### config.mk
export PLATFORM = sky130hd
export DESIGN_NAME = utf8_to_utf16_transcoder
export DESIGN_NICKNAME = d
export VERILOG_FILES = /design/src/sv/u2u_pkg.sv /design/src/sv/u2u_front.sv /design/src/sv/u2u_queue.sv /design/src/sv/u2u_back.sv /design/src/sv/utf8_to_utf16_transcoder.sv
export SDC_FILE = /design/constraint.sdc
export NUM_CORES = 1
export LEC_CHECK = 0
export ABC_AREA = 1
export BUFFER_PORTS_ARGS = -buffer_cell sky130_fd_sc_hd__buf_2
export CAP_MARGIN = 20
export CORE_MARGIN = 10
export CORE_UTILIZATION = 30
export DETAILED_ROUTE_END_ITERATION = 12
export PLACE_DENSITY = 0.48
export SLEW_MARGIN = 20
export SYNTH_ARGS = -nofsm -noshare
export SYNTH_HDL_FRONTEND = slang
export SYNTH_SLANG_ARGS = --single-unit
### constraint.sdc
create_clock -name i_clk -period 9.1 [get_ports i_clk]
set_input_delay 1.82 -clock i_clk [delete_from_list [all_inputs] [get_ports i_clk]]
set_output_delay 1.82 -clock i_clk [all_outputs]
set_load 0.01 [all_outputs]
### src/sv/u2u_pkg.sv
// Package for the UTF-8 to UTF-16 transcoder: item types, job and status
// structs, code constants and the lead byte length decoder. No dependencies.
package u2u_pkg;

    localparam logic [15:0] BadUnit    = 16'h0023;   // '#'
    localparam logic [15:0] SurrHiBase = 16'hD800;
    localparam logic [15:0] SurrLoBase = 16'hDC00;
    localparam logic [20:0] SuppBase   = 21'h010000;
    localparam logic [20:0] MaxCp      = 21'h10FFFF;
    localparam int          QueueDepth = 2;
    localparam int          QueuePtrW  = $clog2(QueueDepth);

    typedef struct packed {
        logic [7:0] in_byte;
        logic       end_of_string;
    } t_in_item;

    typedef struct packed {
        logic [15:0] out_unit;
        logic        last_of_run;
        logic        string_done;
    } t_out_item;

    // One decode job: up to four bytes, byte count 1..4, end-of-string flag.
    typedef struct packed {
        logic [3:0][7:0] seq_bytes;
        logic [2:0]      byte_cnt;
        logic            last;
    } t_job;

    typedef struct packed {
        logic [1:0] held_count;
        logic [2:0] seq_len;
    } t_front_status;

    typedef struct packed {
        logic       lo_pend;
        logic [2:0] pos;
    } t_back_status;

    // Sequence length from the lead byte's top five bits; 0 = invalid lead.
    function automatic logic [2:0] lead_len(input logic [7:0] b);
        logic [2:0] len;
        unique case (b[7:3]) inside
            [5'd0:5'd15]:  len = 3'd1;
            [5'd16:5'd23]: len = 3'd0;
            [5'd24:5'd27]: len = 3'd2;
            [5'd28:5'd29]: len = 3'd3;
            5'd30:         len = 3'd4;
            default:       len = 3'd0;
        endcase
        return len;
    endfunction

endpackage

### src/sv/u2u_front.sv
// Front end of the transcoder: collects the bytes of a multi-byte sequence
// and hands complete (or end-truncated) groups to the job queue. Uses u2u_pkg.
module u2u_front (
    input  logic                  i_clk,
    input  logic                  i_rst_n,
    input  logic                  i_accept,
    input  u2u_pkg::t_in_item     i_item,
    output logic                  o_job_push,
    output u2u_pkg::t_job         o_job,
    output u2u_pkg::t_front_status o_status
);
    import u2u_pkg::*;

    logic [2:0] r_held_count;
    logic [2:0] r_seq_len;
    logic [7:0] r_held [3];

    logic [2:0] n_cnt;
    logic [2:0] b_len;
    logic       hold_lead;
    logic       hold_cont;

    assign n_cnt     = r_held_count + 3'd1;
    assign b_len     = lead_len(i_item.in_byte);
    // first byte of a multi-byte sequence, or a continuation still short
    assign hold_lead = !i_item.end_of_string && (r_held_count == 3'd0) && (b_len >= 3'd2);
    assign hold_cont = !i_item.end_of_string && (r_held_count != 3'd0) && (n_cnt < r_seq_len);

    assign o_job_push = i_accept && !hold_lead && !hold_cont;

    always_comb begin
        for (int i = 0; i < 3; i++) begin
            o_job.seq_bytes[i] = (r_held_count == 3'(i)) ? i_item.in_byte : r_held[i];
        end
        o_job.seq_bytes[3] = i_item.in_byte;
        o_job.byte_cnt     = n_cnt;
        o_job.last         = i_item.end_of_string;
    end

    always_ff @(posedge i_clk) begin
        if (!i_rst_n) begin
            r_held_count <= 3'd0;
            r_seq_len    <= 3'd0;
        end else if (i_accept) begin
            if (hold_lead) begin
                r_held_count <= 3'd1;
                r_seq_len    <= b_len;
            end else if (hold_cont) begin
                r_held_count <= n_cnt;
            end else begin
                r_held_count <= 3'd0;
                r_seq_len    <= 3'd0;
            end
        end
    end

    always_ff @(posedge i_clk) begin
        if (i_accept && (hold_lead || hold_cont)) begin
            r_held[r_held_count[1:0]] <= i_item.in_byte;
        end
    end

    assign o_status.held_count = r_held_count[1:0];
    assign o_status.seq_len    = r_seq_len;

endmodule

### src/sv/u2u_queue.sv
// Two-entry job queue between transcoder front and back end.
// Uses u2u_pkg.
module u2u_queue (
    input  logic          i_clk,
    input  logic          i_rst_n,
    input  logic          i_push,
    input  u2u_pkg::t_job i_job,
    input  logic          i_pop,
    output u2u_pkg::t_job o_head,
    output logic          o_full,
    output logic          o_empty
);
    import u2u_pkg::*;

    t_job                 r_entries [QueueDepth];
    logic [QueuePtrW-1:0] r_wr_ptr;
    logic [QueuePtrW-1:0] r_rd_ptr;
    logic [QueuePtrW:0]   r_count;

    assign o_full  = (r_count == (QueuePtrW + 1)'(QueueDepth));
    assign o_empty = (r_count == '0);
    assign o_head  = r_entries[r_rd_ptr];

    always_ff @(posedge i_clk) begin
        if (!i_rst_n) begin
            r_wr_ptr <= '0;
            r_rd_ptr <= '0;
            r_count  <= '0;
        end else begin
            if (i_push) begin
                r_wr_ptr <= (r_wr_ptr == QueuePtrW'(QueueDepth - 1)) ? '0 : r_wr_ptr + 1'b1;
            end
            if (i_pop) begin
                r_rd_ptr <= (r_rd_ptr == QueuePtrW'(QueueDepth - 1)) ? '0 : r_rd_ptr + 1'b1;
            end
            if (i_push && !i_pop) begin
                r_count <= r_count + 1'b1;
            end else if (!i_push && i_pop) begin
                r_count <= r_count - 1'b1;
            end
        end
    end

    always_ff @(posedge i_clk) begin
        if (i_push) begin
            r_entries[r_wr_ptr] <= i_job;
        end
    end

endmodule

### src/sv/u2u_back.sv
// Back end: walks the head job one code unit per cycle unless stalled,
// re-decoding truncated groups, into a one-entry output register. Uses u2u_pkg.
module u2u_back (
    input  logic                  i_clk,
    input  logic                  i_rst_n,
    input  u2u_pkg::t_job         i_head,
    input  logic                  i_head_empty,
    output logic                  o_head_pop,
    input  logic                  i_pop,
    output logic                  o_empty,
    output u2u_pkg::t_out_item    o_item,
    output u2u_pkg::t_back_status o_status
);
    import u2u_pkg::*;

    logic [2:0]  r_pos;
    logic        r_lo_pend;
    logic [15:0] r_lo_unit;
    logic        r_out_valid;
    t_out_item   r_out;

    logic        advance;
    logic        emit;
    logic [1:0]  idx0, idx1, idx2, idx3;
    logic [7:0]  lead;
    logic [5:0]  c1, c2, c3;
    logic [2:0]  len;
    logic [2:0]  remain;
    logic        fits;
    logic [20:0] cp;
    logic [20:0] v;
    logic [15:0] unit;
    logic [2:0]  n_pos;
    logic        n_lo_pend;
    logic [15:0] n_lo_unit;
    logic        done;

    assign idx0   = r_pos[1:0];
    assign idx1   = idx0 + 2'd1;
    assign idx2   = idx0 + 2'd2;
    assign idx3   = idx0 + 2'd3;
    assign lead   = i_head.seq_bytes[idx0];
    assign c1     = i_head.seq_bytes[idx1][5:0];
    assign c2     = i_head.seq_bytes[idx2][5:0];
    assign c3     = i_head.seq_bytes[idx3][5:0];
    assign len    = lead_len(lead);
    assign remain = i_head.byte_cnt - r_pos;
    assign fits   = (len != 3'd0) && (len <= remain);

    always_comb begin
        unique case (len)
            3'd1:    cp = {14'd0, lead[6:0]};
            3'd2:    cp = {10'd0, lead[4:0], c1};
            3'd3:    cp = {5'd0, lead[3:0], c1, c2};
            3'd4:    cp = {lead[2:0], c1, c2, c3};
            default: cp = '0;
        endcase
    end

    assign v = cp - SuppBase;

    always_comb begin
        unit      = BadUnit;
        n_pos     = r_pos;
        n_lo_pend = 1'b0;
        n_lo_unit = r_lo_unit;
        if (r_lo_pend) begin
            unit = r_lo_unit;
        end else if (!fits) begin
            n_pos = r_pos + 3'd1;
        end else begin
            n_pos = r_pos + len;
            if (cp < SuppBase) begin
                unit = cp[15:0];
            end else if (cp <= MaxCp) begin
                unit      = SurrHiBase + {6'd0, v[19:10]};
                n_lo_pend = 1'b1;
                n_lo_unit = SurrLoBase + {6'd0, v[9:0]};
            end
        end
        done = !n_lo_pend && (n_pos >= i_head.byte_cnt);
    end

    assign advance    = !r_out_valid || i_pop;
    assign emit       = advance && !i_head_empty;
    assign o_head_pop = emit && done;

    always_ff @(posedge i_clk) begin
        if (!i_rst_n) begin
            r_pos       <= 3'd0;
            r_lo_pend   <= 1'b0;
            r_out_valid <= 1'b0;
        end else if (emit) begin
            r_pos       <= done ? 3'd0 : n_pos;
            r_lo_pend   <= n_lo_pend;
            r_out_valid <= 1'b1;
        end else if (advance) begin
            r_out_valid <= 1'b0;
        end
    end

    always_ff @(posedge i_clk) begin
        if (emit) begin
            r_lo_unit         <= n_lo_unit;
            r_out.out_unit    <= unit;
            r_out.last_of_run <= done;
            r_out.string_done <= done && i_head.last;
        end
    end

    assign o_empty          = !r_out_valid;
    assign o_item           = r_out;
    assign o_status.lo_pend = r_lo_pend;
    assign o_status.pos     = r_pos;

endmodule

### src/sv/utf8_to_utf16_transcoder.sv
// Top level of the UTF-8 to UTF-16 transcoder: front end, job queue, back end.
// Depends on u2u_pkg, u2u_front, u2u_queue and u2u_back.
//
// Streams UTF-8 bytes in and UTF-16 code units out, both sides as queues.
// A byte is a transfer on push while full is low; a unit is a transfer on pop
// while empty is low. The front end takes one byte every cycle while full is
// low and collects the bytes of a multi-byte sequence; a finished group (a
// single byte, a complete sequence, or whatever is held when end_of_string
// arrives) becomes one job in a two-entry queue. The back end walks the head
// job and produces one code unit per cycle while its output register is empty
// or popped, so the result side delivers one unit per cycle while pop is high:
// ASCII text runs at one byte in and one unit out every cycle without stalls,
// and a four-byte sequence gives its surrogate pair as two units. A byte that
// completes a group is queued as a job, and its unit then passes the output
// register to the result ports. full goes high only when both queue entries
// are occupied, which happens when the result side stalls or when a group
// expands to more units than it had bytes (a truncated tail decoded again).
// Decoding: the lead byte's top five bits set the length; continuation bytes
// are masked to six bits without checking; invalid leads, leads cut short by
// end_of_string and codepoints above 0x10FFFF give '#'. last_of_run marks the
// last unit caused by a byte; string_done marks the last unit of the string.
module utf8_to_utf16_transcoder (
    input  logic               i_clk,
    input  logic               i_rst_n,
    input  logic               push,
    output logic               full,
    input  u2u_pkg::t_in_item  i_data,
    output logic               empty,
    input  logic               pop,
    output u2u_pkg::t_out_item o_data
);
    import u2u_pkg::*;

    logic          accept;
    logic          job_push;
    t_job          job;
    t_job          head;
    logic          head_empty;
    logic          head_pop;
    t_front_status front_status;
    t_back_status  back_status;

    assign accept = push && !full;

    u2u_front u_front (
        .i_clk      (i_clk),
        .i_rst_n    (i_rst_n),
        .i_accept   (accept),
        .i_item     (i_data),
        .o_job_push (job_push),
        .o_job      (job),
        .o_status   (front_status)
    );

    // full is the queue's full flag; a holding byte needs no entry but
    // readiness stays independent of the byte's value
    u2u_queue u_queue (
        .i_clk   (i_clk),
        .i_rst_n (i_rst_n),
        .i_push  (job_push),
        .i_job   (job),
        .i_pop   (head_pop),
        .o_head  (head),
        .o_full  (full),
        .o_empty (head_empty)
    );

    u2u_back u_back (
        .i_clk        (i_clk),
        .i_rst_n      (i_rst_n),
        .i_head       (head),
        .i_head_empty (head_empty),
        .o_head_pop   (head_pop),
        .i_pop        (pop),
        .o_empty      (empty),
        .o_item       (o_data),
        .o_status     (back_status)
    );

    // end of string always closes the group held in the front end
    a_eos_clears_front: assert property (@(posedge i_clk) disable iff (!i_rst_n)
        (accept && i_data.end_of_string) |=>
            (front_status.held_count == 2'd0 && front_status.seq_len == 3'd0))
        else $error("front end still holds bytes after end of string");

    // a pending low surrogate means its high half sits in the output register
    a_lo_after_hi: assert property (@(posedge i_clk) disable iff (!i_rst_n)
        back_status.lo_pend |-> (!empty && o_data.out_unit[15:10] == 6'b110110
            && !o_data.last_of_run))
        else $error("low surrogate pending without high surrogate shown");

    // string end is always the final unit of its run
    a_done_is_last: assert property (@(posedge i_clk) disable iff (!i_rst_n)
        (!empty && o_data.string_done) |-> o_data.last_of_run)
        else $error("string_done without last_of_run");

    // the back end never walks past the job it holds
    a_pos_in_job: assert property (@(posedge i_clk) disable iff (!i_rst_n)
        (!head_empty && !back_status.lo_pend) |-> (back_status.pos < head.byte_cnt))
        else $error("back end position beyond job length");

endmodule

* After elaboration in Yosys (flattened, before gate mapping)
Memory sizes are Yosys's and may differ from the RTL's. A register that Yosys moved wholly into a read port is not among the register bits.
Index checks and enable logic that the tools add are counted.
** Storage, ports and cells
- Flip-flop bits (word level) :: 49
- Bits in latches :: 0
- RAM bits :: 96
- ROM bits :: 0
- Input port bits :: 13
- Word-level logic and storage cells :: 143
- Memories kept :: 2
** Operators by class
- Add/sub/neg operators :: 14
- Multiply operators :: 0
- Div/mod/pow operators :: 0
- $lt $le $gt $ge :: 22
- Eq/ne operators :: 10
- Shift operators :: 0
- Muxes and demuxes :: 41
- Bitwise gates (word level) :: 2
- Reduce and logical (&&, ||, !) cells :: 40
** Memory list
- u_queue.r_entries :: depth 2, width 36, rd ports 1, clocked after Yosys merged registers in 1, wr ports 1, RTL line u2u_queue.sv:15 : t_job r_entries [QueueDepth];
- u_front.r_held :: depth 3, width 8, rd ports 3, clocked after Yosys merged registers in 0, wr ports 1, RTL line u2u_front.sv:16 : logic [7:0] r_held [3];
** Operators by type and width (count)
- 21-bit one-hot mux with 4 select lines :: 1
- 8-bit binary-select mux with 2-bit select :: 4
- 16-bit two-way mux :: 4
- 15-bit by 11-bit adder with 16-bit output, first input constant :: 2
- 8-bit two-way mux :: 4
- 3-bit one-hot mux with 4 select lines :: 2
- 21-bit less-or-equal comparator, second input constant :: 1
- 1-bit logical AND :: 21
- 21-bit by 17-bit less-than comparator with 1-bit output, second input constant :: 1
- 3-bit two-way mux :: 7
- 5-bit >= comparator, second input constant :: 4
- 5-bit less-or-equal comparator, second input constant :: 4
- 20-bit by 17-bit subtractor with 20-bit output, second input constant :: 1
- 6-bit two-way mux :: 3
- 1-bit two-way mux :: 14
- 2-bit by 3-bit less-than comparator with 1-bit output, second input constant :: 4
- 5-bit == test, second input constant :: 2
- 5-bit by 1-bit >= comparator with 1-bit output, second input constant :: 2
- 5-bit by 4-bit less-or-equal comparator with 1-bit output, second input constant :: 2
- 3-bit by 2-bit == test with 1-bit output, second input constant :: 3
- 1-bit zero test :: 9
- 3-bit by 1-bit adder with 3-bit output, second input constant :: 2
- 3-bit by 1-bit == test with 1-bit output, second input constant :: 2
- 3-bit nonzero test :: 2
- 21 further kinds :: 28

* Depth between registers and ports, before layout
- Word-level depth :: 18
- Gate-level depth with buffers :: 38

* By module
A second synthesis with hierarchy kept.
** Unflattened totals
- Cells, all modules :: 785
- Area, all modules :: 7741.2 µm²
** By module, submodules not included
- u2u_back :: instances 1, cells each 462, area an instance 3163.0 µm²
- u2u_queue :: instances 1, cells each 147, area an instance 2979.1 µm²
- u2u_front :: instances 1, cells each 174, area an instance 1589.0 µm²
- utf8_to_utf16_transcoder :: instances 1, cells each 2, area an instance 10.0 µm²

* Worst setup path before layout
Ideal clock, no wire load.
- Path type :: register to register
- Start :: register with a tool-made name
- End :: register u_queue.r_count[1]
- Library setup time :: 122 ps
- Arrival :: 5303 ps
- Required time :: 8978 ps
- Path slack :: 3674 ps
- Stages on the path, launching flop included :: 36
- Path buffers :: 3
- Cells stage by stage :: dfxtp_1 buf_6 inv_6 buf_6 buf_2 or2_2 o21ai_0 ha_1 inv_1 fa_1 xnor2_1 xor2_1 ha_1 a21oi_1 o21ai_0 nand2_1 nand2_2 inv_1 nand2_1 ha_1 fa_1 or2_2 nand3_1 or2_2 nand2_1 ha_1 nand2_1 o21ai_0 a31oi_1 inv_1 nand3_1 ha_1 a21oi_1 o21ai_0 o21ai_0 a21oi_1
** RTL lines
- end signal, assigned :: RTL line u2u_queue.sv:37 : r_count <= r_count + 1'b1;
- end signal, assigned :: RTL line u2u_queue.sv:39 : r_count <= r_count - 1'b1;
- end, declared :: RTL line u2u_queue.sv:18 : logic [QueuePtrW:0] r_count;

==> run summary <==
FF+latch count, synth: 140
CP Launch Type: register
clk_lat worst skew: 430 ps
Period Utilization, post-route: 0.647
vias per cell: 4.51
FP Rows: 57
share of cells above drive strength 1: 0.143
worst r2r path cells: 32
fmax: 170 MHz
Routed WL: 17,500 µm
Syn Area/Cell: 9.08 µm²
DIE HEIGHT: 177 µm
Sink Count: 140
peak supply drop: 113 µV
reg2reg setup slack: 3210 ps
Cell Area, Synth: 7390 µm²
hold path startpoint: u_front.r_seq_len[1]
DRT antenna net count: 0
vias: 5,342
ys flop type: edfxtp_1
ranking of synthesized cells by area: edfxtp_1 (50%), nand2_1 (12%), nand3_1 (6.2%), inv_1 (4.6%), dfxtp_1 (4.3%)
share of the synthesized area in the top cell type: 0.504
PostCTS Resize Cnt: 0
CTS root buf: clkbuf_16
number of synthesized flops with an enable pin: 124
vias in the first global route: 5,208
Fin. Hold Viols: 0
Worst path slowest cell: dfxtp_1
slew margin rel.: 0.462
register clock-pin slew on the reported worst setup and hold paths: 70 ps
Arr. time, crit path: 6200 ps
sequential cell area fraction in the yosys report: 0.547
largest net degree at the start of global routing: 37
effective utilization at floorplan: 0.304
RePlAce Congestion: 0.863
GRT Residual Overflow: 0
Core Area: 24,300 µm²
P_sw: 0.00115 W
WL/cell: 14.8 µm
Finished Core Util: 0.347
maximum clock insertion buffer count: 2
DR iter-0 viols: 296
# IOs: 33
Mapped Nets: 845
Hold Path Cell Cnt: 2
count leader, synth: nand2_1
Final Setup Violations: 0
end of the worst register-to-register path: u_queue.r_count[1]
dpl hpwl: 13,000 µm
Pwr Density: 324 nW/µm²
die area: 31,300 µm²
gr usage total: 0.117
Tmin final: 5890 ps
Final WS setup: 3210 ps
H-tree Lvls: 4
clock power share: 0.243
CTS Hold Bufs: 0
sw frac: 0.422
Pleak: 3.48 nW
Crit. End Element: register
RSZ-0062 raised after global routing: no
initial antenna violation count: 0
Place WS: 3170 ps
DR DRC count: 0
final setup TNS: 0 ps
synthesis warning total: 0
post-synth top area cell: edfxtp_1
nets: 878
Die Wd: 177 µm
drt first pass iters: 5
postcts setup bufs: 0
Worst-Margin Slew: 805 ps
Netlist cell types: 45
combinational share of power: 0.428
sequential fraction of design power: 0.329
Max Cap Viol: 0
# port buffers: 32
CTS tree: yes
asr flop ratio synth: 0
first-pass GRT wire length: 28,900 µm
status: finished clean
Int Pwr: 0.00158 W
slowest stage delay, CP: 670 ps
Syn Inst Count: 814
Commonest cells post-synth: nand2_1 (227), edfxtp_1 (124), inv_1 (91), nand3_1 (91), o21ai_0 (60)
final-report max-slew violation count: 0
end of the worst hold path: u_front.r_seq_len[1]
antenna cells: 0
Req. time, crit path: 9410 ps
HP Class: register to register
area delta synth->final: 14.2%
Crit Path Category: register to register
CP Max Fanout: 32
CTS Buf Count: 17
skew final: 13.2 ps
-- flip-flops by register name (all words and copies together), names as in the netlist, 2 cells and up, named ones only --
signal / cells
u_back.o_item: 18
u_back.r_pos: 3
u_front.r_held: 24
u_back.r_lo_unit: 10
u_queue.r_entries: 72
u_queue.r_count: 2
u_front.r_held_count: 3
u_front.r_seq_len: 3
-- area by class of cell --
class	count	area (µm²)
Clock buffer	17	425
Clock inverter	15	131
Fill cell	2502	15900
Inverter	105	399
Multi-Input combinational cell	545	2800
Sequential cell	140	4040
Tap cell	324	405
Timing Repair Buffer	38	238
-- worst max-delay path: cells and delay by family, from the launching register on --
family                     cells  cell delay (ps)
adders and majority gates      7             2020
AOI/OAI and AO/OA             10             1120
DFF                            1              670
buffers and inverters          4              420
xor gates and xnor gates       2              300
and+or+nand+nor                9             1240
-- power by group through the flow --
| stage | Sequential [W] | Clock [W] | Combinational (W) |
|---|---|---|---|
| 2_1_floorplan | 0.000935 | 0 | 0.000848 |
| 3_3_place_gp | 0.000915 | 0 | 0.00117 |
| 3_5_place_dp | 0.000915 | 0 | 0.00117 |
| 4_1_cts | 0.000902 | 0.000681 | 0.00118 |
| 5_1_grt | 0.000910 | 0.000704 | 0.00135 |
| 6_report | 0.000899 | 0.000664 | 0.00117 |
-- placed cells by master (no fill, tap or decap), types with 3 or more instances in the layout --
cell type / synthesis / routed
nand2_1: 227 / 227
dfxtp_1: 16 / 16
clkinv_4: 0 / 3
nor2_1: 40 / 38
ha_1: 16 / 16
nor2_4: 7 / 9
clkinv_1: 3 / 4
o21ai_1: 4 / 4
inv_2: 10 / 10
o211ai_1: 14 / 14
nand2_2: 14 / 14
buf_4: 2 / 4
xnor2_1: 3 / 3
clkbuf_16: 0 / 17
inv_1: 91 / 91
nor2_2: 4 / 4
a22oi_1: 7 / 7
inv_6: 1 / 7
o22ai_1: 3 / 3
nand3_1: 91 / 91
or2_2: 4 / 4
edfxtp_1: 124 / 124
buf_2: 7 / 32
o21ai_0: 60 / 60
a21oi_1: 20 / 19
nand3_2: 7 / 7
-- stage by stage --
stage               hold slack [ps]  instance area, µm²  power (W)  std cells
floorplan                       455                7390    0.00178        814
global placement                481                7840    0.00208       1150
detailed placement              500                7870    0.00209       1151
CTS                             511                8420    0.00276       1183
global route                    527                8440    0.00296       1184
finish                          508                8440    0.00273       1184
-- how the worst max path moves through the flow --
stage                  start                  to  slack (ps)  depth (start not counted)
floorplan           register  u_queue.r_count[1]        3670                         35
global placement    register  u_queue.r_count[1]        3310                         32
detailed placement  register  u_queue.r_count[1]        3170                         32
CTS                 register  u_queue.r_count[1]        3160                         32
global route        register  u_queue.r_count[1]        2620                         32
finish              register  u_queue.r_count[1]        3210                         32
-- per-layer routing --
metal,share of wire,GRT usage
met5,0,0
met4,0.017,0.0452
met3,0.032,0.0211
met2,0.43,0.173
met1,0.52,0.165
-- cell families after synthesis --
family                   after synthesis  synth area share
adder cells (fa/ha/maj)               18            0.0325
AND/OR/NAND/NOR                      404             0.246
multiplexers                           1           0.00135
AO/OA/AOI/OAI                        117            0.0899
flip-flops                           140             0.547
buffers and inverters                129            0.0770
XOR/XNOR                               5           0.00592
Note: power is estimated with default switching activity, not from simulation.
